--- src/hdl/lcq_pkg.sv ---
// ----------------------------------------------------------------------------
// lcq_pkg: shared types, sizes and activations for the quantized LSTM cell
// Holds the table sizes, item kinds, controller states, inter-module
// structs and the piecewise-linear activation functions.
// ----------------------------------------------------------------------------
package lcq_pkg;

	localparam int INPUT_SIZE  = 16;
	localparam int HIDDEN_SIZE = 16;
	localparam int NGATE       = 4 * HIDDEN_SIZE;
	localparam int NCOL        = INPUT_SIZE + HIDDEN_SIZE;
	localparam int IW_DEPTH    = NGATE * INPUT_SIZE;
	localparam int RW_DEPTH    = NGATE * HIDDEN_SIZE;

	localparam int IW_AW = $clog2(IW_DEPTH);
	localparam int RW_AW = $clog2(RW_DEPTH);
	localparam int ROW_W = $clog2(NGATE);
	localparam int COL_W = $clog2(NCOL);
	localparam int IN_W  = (INPUT_SIZE > 1) ? $clog2(INPUT_SIZE) : 1;
	localparam int HID_W = (HIDDEN_SIZE > 1) ? $clog2(HIDDEN_SIZE) : 1;

	// one 16-bit product per column plus the scaled bias
	localparam int SUM_W = 16 + $clog2(NCOL + 1);

	localparam int QOUT       = 4;
	localparam int SIG_LIMIT  = 4 << 11;
	localparam int SIG_HALF   = 1 << (11 - 1);
	localparam int SIG_ROUND  = 1 << 6;
	localparam int TANH_LIMIT = 1 << 11;
	localparam int ACT_SHIFT  = 11 - QOUT;
	localparam int ACT_MAX    = 1 << QOUT;

	typedef enum logic [2:0] {
		KIND_IW   = 3'd0,
		KIND_RW   = 3'd1,
		KIND_BIAS = 3'd2,
		KIND_IN   = 3'd3,
		KIND_HID  = 3'd4
	} kind_t;

	typedef enum logic [1:0] {
		ST_IDLE,
		ST_WALK,
		ST_EMIT,
		ST_FLUSH
	} state_t;

	typedef struct packed {
		logic              we;
		logic [2:0]        kind;
		logic [9:0]        index;
		logic signed [7:0] value;
	} load_t;

	typedef struct packed {
		logic              issue;
		logic [ROW_W-1:0]  row;
		logic [COL_W-1:0]  col;
		logic signed [7:0] elem;
	} walk_t;

	typedef struct packed {
		logic                    push;
		logic                    fin;
		logic signed [SUM_W-1:0] sum;
	} push_t;

	typedef struct packed {
		logic                    valid;
		logic [3:0]              unit;
		logic                    last;
		logic signed [SUM_W-1:0] gi;
		logic signed [SUM_W-1:0] gf;
		logic signed [SUM_W-1:0] gg;
		logic signed [SUM_W-1:0] go;
		logic signed [15:0]      cell_prev;
	} act_in_t;

	function automatic logic signed [5:0] act_sig(logic signed [SUM_W-1:0] a);
		logic signed [SUM_W-1:0] t;
		t = (a >>> 3) + SUM_W'(SIG_HALF + SIG_ROUND);
		t = t >>> ACT_SHIFT;
		if (a > SUM_W'(SIG_LIMIT))
			return 6'(ACT_MAX);
		else if (a < -SUM_W'(SIG_LIMIT))
			return 6'sd0;
		else
			return 6'(t);
	endfunction

	function automatic logic signed [5:0] act_tanh(logic signed [SUM_W-1:0] a);
		logic signed [SUM_W-1:0] t;
		t = a >>> ACT_SHIFT;
		if (a > SUM_W'(TANH_LIMIT))
			return 6'(ACT_MAX);
		else if (a < -SUM_W'(TANH_LIMIT))
			return -6'(ACT_MAX);
		else
			return 6'(t);
	endfunction

	// tanh of a cell value scaled by eight
	function automatic logic signed [5:0] act_tanh_cell(logic signed [15:0] c);
		logic signed [18:0] x;
		logic signed [18:0] t;
		x = {c, 3'b000};
		t = x >>> ACT_SHIFT;
		if (x > 19'(TANH_LIMIT))
			return 6'(ACT_MAX);
		else if (x < -19'(TANH_LIMIT))
			return -6'(ACT_MAX);
		else
			return 6'(t);
	endfunction

endpackage

--- src/hdl/lcq_sum_cell.sv ---
// ----------------------------------------------------------------------------
// lcq_sum_cell: one link of the gate sum chain
// Holds one gate sum and takes its neighbor's value on every shift.
// ----------------------------------------------------------------------------
module lcq_sum_cell (
	input  logic                           clk,
	input  logic                           shift,
	input  logic signed [lcq_pkg::SUM_W-1:0] d,
	output logic signed [lcq_pkg::SUM_W-1:0] q
);

	logic signed [lcq_pkg::SUM_W-1:0] sum_q;

	always_ff @(posedge clk) begin
		if (shift)
			sum_q <= d;
	end

	assign q = sum_q;

endmodule

--- config.mk ---
export PLATFORM = sky130hd
export DESIGN_NAME = lcq_sum_cell
export DESIGN_NICKNAME = d
export VERILOG_FILES = /design/src/hdl/lcq_pkg.sv /design/src/hdl/lcq_sum_cell.sv
export SDC_FILE = /design/constraint.sdc
export NUM_CORES = 1
export LEC_CHECK = 0
export ABC_AREA = 1
export CELL_PAD_IN_SITES_DETAIL_PLACEMENT = 1
export CELL_PAD_IN_SITES_GLOBAL_PLACEMENT = 2
export CORE_UTILIZATION = 30
export DETAILED_ROUTE_END_ITERATION = 10
export DONT_BUFFER_PORTS = 1
export MAX_ROUTING_LAYER = met4
export PLACE_DENSITY = 0.59
export SLEW_MARGIN = 40
export SYNTH_ARGS = -nofsm -noshare
export SYNTH_HDL_FRONTEND = slang
export SYNTH_SLANG_ARGS = --single-unit
export TNS_END_PERCENT = 1
--- constraint.sdc ---
create_clock -name clk -period 0.8 [get_ports clk]
set_input_delay 0.08 -clock clk [delete_from_list [all_inputs] [get_ports clk]]
set_output_delay 0.08 -clock clk [all_outputs]
set_load 0.02 [all_outputs]
# [After elaboration in Yosys (flattened, before gate mapping)]
# Index checks and enable logic that the tools add are counted.
# Widths: inputs -> output; s select.
[word_totals] reg_bits=22 latch_bits=0 ramBits=0 rom_bits=0 in_bits=24 elab_cells=1 memories=0
[op_classes] add_sub_neg=0 n_mul=0 n_div=0 n_lt_le_gt_ge=0 eq_ne=0 shifts=0 muxes=0 n_bitwise=0 reduce_logical=0

# [Longest topological paths before layout]
[depth] depth_word=0 ltp_mapped=0 ltp_nobuf=0

# [Least setup slack after synthesis]
# Ideal clock, no wire load.
[synth_timing] path_kind="flip-flop to output port" from="register sum_q (netlist bit q[0])" to="output q[0] (netlist name)" t_arrival_ps=449 required_ps=720 setup_slack_ps=271 path_stages_with_launch=1 n_path_buf=0 cell_sequence="edfxtp_1"
[synth_lines] element="start: declaration" line_no="lcq_sum_cell.sv:12" text="logic signed [lcq_pkg::SUM_W-1:0] sum_q;"
[synth_lines] element="start signal: assignment" line_no="lcq_sum_cell.sv:16" text="sum_q <= d;"
[synth_lines] element="end: declaration" line_no="lcq_sum_cell.sv:9" text="output logic signed [lcq_pkg::SUM_W-1:0] q"
# No word-level cell between the ends.

# [Worst setup path after layout]
[layout_timing] from="register sum_q (netlist bit q[7])" to="output q[7] (netlist name)"
# No word-level cell between the ends.

==> out/qor.txt <==
H-tree depth: 1
Die X: 48.9 µm
M1 WL: 348 µm
Power per Cell Area: 2210 nW/µm²
Die footprint: 2390 µm²
First-pass GRT wire length: 1500 µm
Tot GR Track Use: 9.49%
Share of post-route cells with drive strength above 1: 6.25%
Die outline height: 48.9 µm
CTS tree: done
Sequential cell area fraction in the yosys report: 100%
Clock Path Buffers: 2
Synth cell types: 1
Instance count on the critical path: 0
Max-Cap Viols: 0
Clock transition at the registers of the reported paths: 0.11 ns
Synthesis-stage register bit count: 22
Final ANT Viol Nets: 0
Drt via density: 4.15
Largest net degree at the start of global routing: 23
CTS Buf Count: 3
Syn avg cell area: 30.0 µm²
Final period util: 110%
Hold Slack: -0.111 ns
Worst-Margin Slew: 0.224 ns
DR vias: 311
Hold Crit Start: shift
CTS root buf: clkbuf_4
DR WL met3: 60 µm
Worst EP required: 0.72 ns
Initial core utilization: 32.7%
Net Count, Synth: 46
Core area: 2020 µm²
IO Pins: 46
YS warnings: 0
DR WL met2: 657 µm
Netlist Area Pre-Place: 661 µm²
Failing checks: negative hold slack, negative setup slack
CP startpoint kind: flip-flop
Crit end category: output port
Mapped Cells: 22
CP startpoint: q[7]$_DFFE_PP_
Leak: 0.323 nW
RSZ-0062 raised after global routing: yes
Commonest cells after routing, fill and taps aside: 22 x dlygate4sd3_1, 22 x edfxtp_1, 3 x clkbuf_4, 1 x clkinv_1
Top Layer Used: met4
Peak supply drop: 0.00106 V
Number of diodes: 0
Post-CTS setup buffers: 0
CTS sink count: 22
Drt wl/cell: 14.4 µm
Drt drc: 0
Slew margin rel.: 85.1%
Drt pass-1 iters: 3
Syn-to-layout area delta: 42.4%
Critical path endpoint: q[7]
Multi-input gate area in the final layout: 0 µm²
Worst Path Arrival: 0.80 ns
Fin worst setup slack: -0.0780 ns
Grt total ovfl: 0
Max Transition Viols Final: 0
Crit Path Category: reg2out
Count of endpoints failing setup in the final report: 22
Clock period minus worst slack: 0.878 ns
Hold Path Class: in2reg
Final wirelength: 1080 µm
Final hold vios: 22
Post-CTS Hold Fix Bufs: 22
Initial antenna violation count: 0
Vias in the first global route: 323
GP Congestion: 0.598
IO buf count: 0
FP Rows: 16
Status: finished with violations
Nets@finish: 73
Fin Setup TNS: -1.47 ns
First DRT Iteration DRCs: 2
Fmax: 1140 MHz
Placed Cells: 49
Worst Path Max Fanout: 1
Non-Filler Instances: 75
Max reg flops: 22
Multi-input gates: 0
cells by family (layout without fill, tap and decap cells):
| kind of cell | Yosys count | in the layout | share of synthesized area, % |
|---|---|---|---|
| flip-flops | 22 | 22 | 100 |
| buffers and inverters | 0 | 26 | 0 |
where the power goes:
part | leakage, nW | total, mW | internal (mW) | switching, mW
Sequential | 0.215 | 1.52 | 1.38 | 0.146
Combinational | 0.0919 | 0.0847 | 0.0709 | 0.0138
Clock | 0.0154 | 0.469 | 0.181 | 0.288
Total | 0.323 | 2.08 | 1.63 | 0.448
layout make-up:
type	count	area, µm²
fill	200	1080
clock inverter	1	3.75
sequential	22	661
timing repair buffer	22	220
clock buffer	3	22.5
tap	27	33.8
cells in the mapped netlist:
cell type / count / share of area (%)
edfxtp_1: 22 / 100
per-stage QoR:
stage | utilization (%) | hold slack (ns) | power, mW | worst slack [ns] | area [µm²]
6_report | 46.5 | -0.111 | 2.08 | -0.0780 | 941
5_1_grt | 46.5 | -0.140 | 2.16 | -0.120 | 941
4_1_cts | 46.5 | -0.130 | 2.12 | -0.106 | 941
3_5_place_dp | 34.3 | 0.179 | 1.55 | 0.246 | 694
3_3_place_gp | 34.3 | 0.179 | 1.55 | 0.250 | 694
2_1_floorplan | - | 0.179 | 1.54 | 0.271 | 661
repair_timing:
| item | 4_1_cts | 5_1_grt |
|---|---|---|
| resized for setup | 0 | 0 |
| gates cloned | 0 | 0 |
| endpoints found under the setup margin | 22 | 22 |
| hold endpoints to repair | 44 | 22 |
worst min-delay path by stage:
| stage | end | slack [ns] | cells past startpoint |
|---|---|---|---|
| CTS | q[3]$_DFFE_PP_ | -0.13 | 0 |
| floorplan | q[0]$_DFFE_PP_ | 0.18 | 0 |
| detailed placement | q[19]$_DFFE_PP_ | 0.18 | 0 |
| global route | q[13]$_DFFE_PP_ | -0.14 | 0 |
| global placement | q[21]$_DFFE_PP_ | 0.18 | 0 |
| finish | q[3]$_DFFE_PP_ | -0.11 | 0 |
routing by layer:
layer	track usage [%]	vias to the layer above
li1	-	140
met2	17.4	21
met4	7.35	0
met3	3.12	2
met1	7.61	148
met5	-	-
Power figures use the tool's default switching activity.
