File: config.mk
export PLATFORM = sky130hd
export DESIGN_NAME = lcq_act
export DESIGN_NICKNAME = d
export VERILOG_FILES = /design/src/hdl/lcq_pkg.sv /design/src/hdl/lcq_act.sv
export SDC_FILE = /design/constraint.sdc
export NUM_CORES = 1
export LEC_CHECK = 0
export BUFFER_PORTS_ARGS = -buffer_cell sky130_fd_sc_hd__buf_4
export CAP_MARGIN = 20
export CORE_MARGIN = 5
export CORE_UTILIZATION = 39
export CTS_BUF_LIST = sky130_fd_sc_hd__clkbuf_16
export CTS_CLUSTER_DIAMETER = 40
export DETAILED_ROUTE_END_ITERATION = 8
export HOLD_SLACK_MARGIN = 0.03
export PLACE_DENSITY_LB_ADDON = 0.15
export SETUP_SLACK_MARGIN = 0.4
export SLEW_MARGIN = 40
export SYNTH_ARGS = -nofsm -noshare
export SYNTH_HDL_FRONTEND = slang
export SYNTH_SLANG_ARGS = --single-unit
File: constraint.sdc
create_clock -name clk -period 5.3 [get_ports clk]
set_input_delay 0.53 -clock clk [delete_from_list [all_inputs] [get_ports clk]]
set_output_delay 0.53 -clock clk [all_outputs]
set_load 0.01 [all_outputs]
File: src/hdl/lcq_pkg.sv
// ----------------------------------------------------------------------------
// lcq_pkg: shared types, sizes and activations for the quantized LSTM cell
// Holds the table sizes, item kinds, controller states, inter-module
// structs and the piecewise-linear activation functions.
// ----------------------------------------------------------------------------
package lcq_pkg;

	localparam int INPUT_SIZE  = 16;
	localparam int HIDDEN_SIZE = 16;
	localparam int NGATE       = 4 * HIDDEN_SIZE;
	localparam int NCOL        = INPUT_SIZE + HIDDEN_SIZE;
	localparam int IW_DEPTH    = NGATE * INPUT_SIZE;
	localparam int RW_DEPTH    = NGATE * HIDDEN_SIZE;

	localparam int IW_AW = $clog2(IW_DEPTH);
	localparam int RW_AW = $clog2(RW_DEPTH);
	localparam int ROW_W = $clog2(NGATE);
	localparam int COL_W = $clog2(NCOL);
	localparam int IN_W  = (INPUT_SIZE > 1) ? $clog2(INPUT_SIZE) : 1;
	localparam int HID_W = (HIDDEN_SIZE > 1) ? $clog2(HIDDEN_SIZE) : 1;

	// one 16-bit product per column plus the scaled bias
	localparam int SUM_W = 16 + $clog2(NCOL + 1);

	localparam int QOUT       = 4;
	localparam int SIG_LIMIT  = 4 << 11;
	localparam int SIG_HALF   = 1 << (11 - 1);
	localparam int SIG_ROUND  = 1 << 6;
	localparam int TANH_LIMIT = 1 << 11;
	localparam int ACT_SHIFT  = 11 - QOUT;
	localparam int ACT_MAX    = 1 << QOUT;

	typedef enum logic [2:0] {
		KIND_IW   = 3'd0,
		KIND_RW   = 3'd1,
		KIND_BIAS = 3'd2,
		KIND_IN   = 3'd3,
		KIND_HID  = 3'd4
	} kind_t;

	typedef enum logic [1:0] {
		ST_IDLE,
		ST_WALK,
		ST_EMIT,
		ST_FLUSH
	} state_t;

	typedef struct packed {
		logic              we;
		logic [2:0]        kind;
		logic [9:0]        index;
		logic signed [7:0] value;
	} load_t;

	typedef struct packed {
		logic              issue;
		logic [ROW_W-1:0]  row;
		logic [COL_W-1:0]  col;
		logic signed [7:0] elem;
	} walk_t;

	typedef struct packed {
		logic                    push;
		logic                    fin;
		logic signed [SUM_W-1:0] sum;
	} push_t;

	typedef struct packed {
		logic                    valid;
		logic [3:0]              unit;
		logic                    last;
		logic signed [SUM_W-1:0] gi;
		logic signed [SUM_W-1:0] gf;
		logic signed [SUM_W-1:0] gg;
		logic signed [SUM_W-1:0] go;
		logic signed [15:0]      cell_prev;
	} act_in_t;

	function automatic logic signed [5:0] act_sig(logic signed [SUM_W-1:0] a);
		logic signed [SUM_W-1:0] t;
		t = (a >>> 3) + SUM_W'(SIG_HALF + SIG_ROUND);
		t = t >>> ACT_SHIFT;
		if (a > SUM_W'(SIG_LIMIT))
			return 6'(ACT_MAX);
		else if (a < -SUM_W'(SIG_LIMIT))
			return 6'sd0;
		else
			return 6'(t);
	endfunction

	function automatic logic signed [5:0] act_tanh(logic signed [SUM_W-1:0] a);
		logic signed [SUM_W-1:0] t;
		t = a >>> ACT_SHIFT;
		if (a > SUM_W'(TANH_LIMIT))
			return 6'(ACT_MAX);
		else if (a < -SUM_W'(TANH_LIMIT))
			return -6'(ACT_MAX);
		else
			return 6'(t);
	endfunction

	// tanh of a cell value scaled by eight
	function automatic logic signed [5:0] act_tanh_cell(logic signed [15:0] c);
		logic signed [18:0] x;
		logic signed [18:0] t;
		x = {c, 3'b000};
		t = x >>> ACT_SHIFT;
		if (x > 19'(TANH_LIMIT))
			return 6'(ACT_MAX);
		else if (x < -19'(TANH_LIMIT))
			return -6'(ACT_MAX);
		else
			return 6'(t);
	endfunction

endpackage

File: src/hdl/lcq_act.sv
// ----------------------------------------------------------------------------
// lcq_act: activation and cell update pipeline
// Turns the four gate sums of one unit into the new cell and hidden value.
// ----------------------------------------------------------------------------
module lcq_act (
	input  logic               clk,
	input  logic               arst_n,
	input  lcq_pkg::act_in_t   ain,
	output logic               result_strobe,
	output logic [3:0]         unit,
	output logic signed [5:0]  new_hidden,
	output logic signed [15:0] new_cell,
	output logic               last_unit
);

	logic               v_s1, last_s1, v_s2, last_s2;
	logic [3:0]         unit_s1, unit_s2;
	logic signed [5:0]  ig_s1, fg_s1, gg_s1, og_s1, og_s2;
	logic signed [11:0] cs_s1;
	logic signed [17:0] nc_full;
	logic signed [15:0] nc_s2;
	logic signed [5:0]  tc;
	logic signed [11:0] nh_full;

	logic               strobe_q, last_q;
	logic [3:0]         unit_q;
	logic signed [5:0]  nh_q;
	logic signed [15:0] nc_q;

	always_ff @(posedge clk) begin
		ig_s1   <= lcq_pkg::act_sig(ain.gi);
		fg_s1   <= lcq_pkg::act_sig(ain.gf);
		gg_s1   <= lcq_pkg::act_tanh(ain.gg);
		og_s1   <= lcq_pkg::act_sig(ain.go);
		cs_s1   <= 12'(ain.cell_prev >>> 4);
		unit_s1 <= ain.unit;
		nc_s2   <= nc_full[15:0];
		og_s2   <= og_s1;
		unit_s2 <= unit_s1;
		nh_q    <= 6'(nh_full >>> 4);
		nc_q    <= nc_s2;
		unit_q  <= unit_s2;
	end

	// wrap the cell update to 16 bits
	assign nc_full = fg_s1 * cs_s1 + ig_s1 * gg_s1;
	assign tc      = lcq_pkg::act_tanh_cell(nc_s2);
	assign nh_full = og_s2 * tc;

	always_ff @(posedge clk or negedge arst_n) begin
		if (!arst_n) begin
			v_s1     <= 1'b0;
			last_s1  <= 1'b0;
			v_s2     <= 1'b0;
			last_s2  <= 1'b0;
			strobe_q <= 1'b0;
			last_q   <= 1'b0;
		end else begin
			v_s1     <= ain.valid;
			last_s1  <= ain.valid && ain.last;
			v_s2     <= v_s1;
			last_s2  <= last_s1;
			strobe_q <= v_s2;
			last_q   <= last_s2;
		end
	end

	assign result_strobe = strobe_q;
	assign unit          = unit_q;
	assign new_hidden    = nh_q;
	assign new_cell      = nc_q;
	assign last_unit     = last_q;

endmodule

# After elaboration in Yosys (flattened, before gate mapping)

Index checks and enable logic that the tools add are counted.

Bits in registers: 98
Bits of input ports: 112
Output and inout port bits: 28
Word-level logic and storage cells: 50

$add $sub $neg: 4
Multiply operators: 3
Magnitude comparators: 10
Mux-type cells: 6
Reduce and logical (&&, ||, !) cells: 5

Operators by type and width:

| kind                                                            | count |
|---|---|
| greater-than comparator 22 x 15 -> 1 bit, second input constant | 3 |
| less-than comparator 22 x 14 -> 1 bit, second input constant    | 3 |
| adder 13 x 12 -> 13 bit, second input constant                  | 3 |
| greater-than comparator 22 x 13 -> 1 bit, second input constant | 1 |
| less-than comparator 22 x 12 -> 1 bit, second input constant    | 1 |
| greater-than comparator 19 x 13 -> 1 bit, second input constant | 1 |
| less-than comparator 19 x 12 -> 1 bit, second input constant    | 1 |
| 2-to-1 mux 6 bit                                                | 3 |
| adder 16 x 12 -> 16 bit                                         | 1 |
| multiplier 6 x 12 -> 16 bit                                     | 1 |
| 2-to-1 mux 5 bit                                                | 3 |
| multiplier 6 x 6 -> 12 bit                                      | 1 |
| multiplier 6 x 6 -> 10 bit                                      | 1 |
| OR reduction 2 bit                                              | 4 |
| logical AND 1 bit                                               | 1 |

# Depth between registers and ports, before layout

Depth in word-level cells: 4
Gate-level depth with buffers: 20
Gate-level depth less buffers: 19

# Worst setup path after synthesis

OpenSTA, ideal clock, no wires.

Path type: flip-flop to flip-flop
Start point: register fg_s1[4]
End point: register nc_s2[15]
Library setup time: 0.121 ns
Arrival time: 5.000 ns
Required time: 5.179 ns
Slack: 0.179 ns
Stages on the path, launching flop included: 17
Path buffers: 1
Period minus slack after synthesis: 5.121 ns
Path through: dfxtp_1 > clkbuf_1 > nand2_1 > fa_1 > inv_1 > fa_1 > fa_1 > fa_1 > fa_1 > fa_1 > ha_1 > a21o_1 > a21oi_2 > nor2b_1 > o41ai_1 > a31oi_1 > xnor2_1

Cells in the longest elaborated chain, start to end: 2

Ends and longest elaborated chain:

| item                        | line          | text |
|---|---|---|
| from (decl)                 | lcq_act.sv:18 | `logic signed [5:0] ig_s1, fg_s1, gg_s1, og_s1, og_s2;` |
| from (signal assigned)      | lcq_act.sv:32 | `fg_s1 <= lcq_pkg::act_sig(ain.gf);` |
| multiplier 6 x 12 -> 16 bit | lcq_act.sv:46 | `assign nc_full = fg_s1 * cs_s1 + ig_s1 * gg_s1;` |
| adder 16 x 12 -> 16 bit     | lcq_act.sv:46 |  |
| via nc_full[15]             | lcq_act.sv:20 | `logic signed [17:0] nc_full;` |
| to (signal assigned)        | lcq_act.sv:37 | `nc_s2 <= nc_full[15:0];` |
| to (decl)                   | lcq_act.sv:21 | `logic signed [15:0] nc_s2;` |

The timed path passes the listed nets, and every way through them passes these cells.
A chain may end at the register's enable or synchronous reset.

# Worst setup path after layout

Start point: register fg_s1[5]
End point: register nc_s2[14]

The elaborated chain is that of the path after synthesis.

==> flow_metrics.py <==
metrics = {
    "floorplanning": {
        "ioPinCount": 140,
        "die_area_um2": 23000,
        "start_util_pct": 39.9,
        "fp.dieW_um": 152,
        "core-area_um2": 19600,
        "die_y_um": 152,
        "std_cell_rows": 51,
    },
    "clocking": {
        "clk_pin_slew_ns": 0.07,
        "cts_sinks": 98,
        "clock-root-buffer": "clkbuf_16",
        "clk_latency_ns": 0.36,
        "cts-buffers-inserted": 9,
        "clockBufferDepth": 2,
        "ctsHtreeMaxLevel": 3,
        "tritoncts": "built",
    },
    "synth": {
        "synth_seq_cells": 98,
        "ys_types": 40,
        "syn_area_per_cell_um2": 10.2,
        "syn_inst": 769,
        "async_flop_share_pct": 6.12,
        "ys_warn_count": 0,
        "ys_seq_area_share_pct": 25.5,
        "synthesis.area_um2": 7810,
        "synth_edf_count": 0,
        "synth_flop_cell": "dfxtp_1",
    },
    "power": {
        "power.total_w": 0.00251,
        "power_frac_clock_pct": 25.0,
        "p_comb_share_pct": 37.6,
        "pwr-share-seq_pct": 37.4,
        "p_leak_nw": 4.84,
        "vdd_drop_max_uv": 150,
        "switching_share_pct": 33.4,
        "p_int_w": 0.00167,
        "power_switching_w": 0.000839,
        "powerDensity_nw_per_um2": 258,
    },
    "placement": {
        "post-dp-hpwl_um": 13500,
        "port_buffers": 135,
        "placedCellCount": 1172,
        "gp_congestion": 0.793,
    },
    "sta": {
        "fin_crit_sh_pct": 94.3,
        "fin_setup_tns_ns": 0,
        "rsz0062_at_grt": "true",
        "finalHoldViolations": 0,
        "finClkSkew_ns": 0.0153,
        "setup_viol": 0,
        "post-route-min-period_ns": 5.00,
        "drv_slew": 0,
        "fmax_mhz": 200,
    },
    "drt": {
        "drc": 0,
        "via_per_inst": 4.60,
        "drt_wl_total_um": 15800,
        "wire_per_inst_um": 13.2,
        "drt_pre_antenna_iters": 4,
        "via_count": 5517,
        "initialDrtViolationCount": 136,
        "ant_nets": 0,
    },
    "grt": {
        "grt_pass1_wl_um": 27300,
        "grt_max_degree": 19,
        "grt-ovfl-total": 0,
        "antenna_found_initial": 0,
        "grt_pass1_vias": 5890,
        "grt_usage_pct": 14.9,
    },
    "final_layout": {
        "area_growth_pct": 24.5,
        "antennaDiodeCount": 0,
        "layout.nets": 1231,
        "instances_no_fill": 1199,
        "layout_commonest_cell": "buf_4",
        "final_cell_mix": "buf_4, inv_1, fa_1",
        "post_route_cells_drive_above_1_share_pct": 22.6,
    },
    "flow_run": {
        "maxCapViolations": 0,
    },
    "setup_path": {
        "crit_fanout": 4,
        "startpoint_type": "register",
        "crit_required_ns": 5.54,
        "crit_arrival_ns": 5.23,
        "endpoint_kind": "register",
        "worstSetupPathType": "reg -> reg",
    },
    "status": {
        "outcome": "complete, no violations",
    },
    "min_path": {
        "hp-class": "in -> reg",
    },
}
==> cell families (layout without fill, tap and decap cells) <==
group                      count (synthesis)  in the layout  synth area share, %
DFF                                       98             98                 25.5
muxes                                      1              1                0.144
other                                      1              3               0.0480
xor gates and xnor gates                  47             47                 5.27
buffers and inverters                    151            314                 7.27
AOI/OAI and AO/OA                         45             45                 3.83
and+or+nand+nor                          236            236                 16.1
adders and majority gates                190            190                 41.9
==> flip-flops by register name, indices dropped and copies added, names as in the netlist <==
name / count
unit: 4
unit_s2: 4
og_s2: 6
gg_s1: 6
last_s1: 1
nc_s2: 16
unit_s1: 4
v_s2: 1
last_s2: 1
new_hidden: 6
og_s1: 6
fg_s1: 6
v_s1: 1
cs_s1: 12
ig_s1: 6
last_unit: 1
new_cell: 16
result_strobe: 1
==> stage by stage <==
step           hold WS [ns]  instance area [um2]  setup WS, ns  utilization (%)
2_1_floorplan         0.234                 7870         0.405                -
3_3_place_gp          0.310                 9240         0.113             47.2
3_5_place_dp          0.312                 9240         0.103             47.2
4_1_cts               0.258                 9630         0.247             49.2
5_1_grt               0.254                 9730         0.126             49.7
6_report              0.274                 9730         0.303             49.7
==> power groups by stage <==
stage / clock, W / sequential [W] / combinational [W]
floorplan: 0 / 0.000973 / 0.000563
global placement: 0 / 0.000957 / 0.000893
detailed placement: 0 / 0.000959 / 0.000900
CTS: 0.000654 / 0.000941 / 0.000927
global route: 0.000680 / 0.000954 / 0.00108
finish: 0.000628 / 0.000938 / 0.000943
==> per-layer routing <==
layer	vias to the layer above	global-route usage [%]	routed length, um
met5	-	0	0
met4	0	3.46	197
met3	16	2.89	753
met1	2666	18.3	6610
li1	2727	-	-
met2	108	27.0	8280
==> Yosys cell counts (3+ instances only) <==
library cell / n / area share (%)
and2_1: 56 / 4.5
nor2_1: 27 / 1.3
dfxtp_1: 92 / 24
nand2_1: 53 / 2.5
o21ai_0: 3 / 0.19
or2b_1: 8 / 0.77
o21a_1: 3 / 0.29
nor4_1: 16 / 1.3
nand4_1: 14 / 1.1
xnor2_1: 33 / 3.7
ha_1: 71 / 11
nor3_1: 13 / 0.83
fa_1: 119 / 30
nand3_1: 11 / 0.70
a21oi_1: 20 / 1.3
nor2b_1: 12 / 0.96
clkbuf_1: 8 / 0.38
a41oi_1: 4 / 0.45
nand2b_1: 6 / 0.48
dfrtp_1: 6 / 1.9
inv_1: 142 / 6.8
and3_1: 16 / 1.3
xor2_1: 14 / 1.6
a21o_1: 6 / 0.58
==> final cells by class <==
type	instances	area (um2)
fillers	1837	9860
clock inverters	7	52.6
flip-flops and latches	98	2030
well taps	265	332
clock buffers	9	225
inverters	142	533
repair buffers	156	1170
multi-input cells	522	5390
==> what timing repair did <==
item	in CTS	in global routing
resized for setup	20	23
pin swaps	5	8
hold buffers	1	0
setup buffers	6	4
setup endpoints to repair	8	9
hold endpoints to repair	6	0
gates cloned	0	0
==> critical path, cell delays in order (launching register included) <==
cell	delay (ns)
dfxtp_4	0.38
or2b_1	0.25
fa_1	0.55
inv_2	0.04
fa_1	0.46
fa_1	0.55
fa_1	0.44
fa_1	0.50
fa_1	0.45
ha_4	0.31
a21oi_4	0.06
nand2b_4	0.15
a211o_1	0.32
a311o_1	0.28
xnor2_1	0.12
==> final timing paths <==
check / slack [ns] / startpoint / cells after the start / endpoint
max in group asynchronous: 4.69 / arst_n / 2 / last_unit
hold reg to reg: 0.33 / og_s1[0] / 0 / og_s2[0]
setup reg to reg: 0.30 / fg_s1[5] / 14 / nc_s2[14]
hold / removal: 0.27 / ain[13] / 1 / cs_s1[9]
setup / recovery: 0.30 / fg_s1[5] / 14 / nc_s2[14]
min in group asynchronous: 0.50 / arst_n / 2 / last_s1
(Power assumes the default switching activity.)
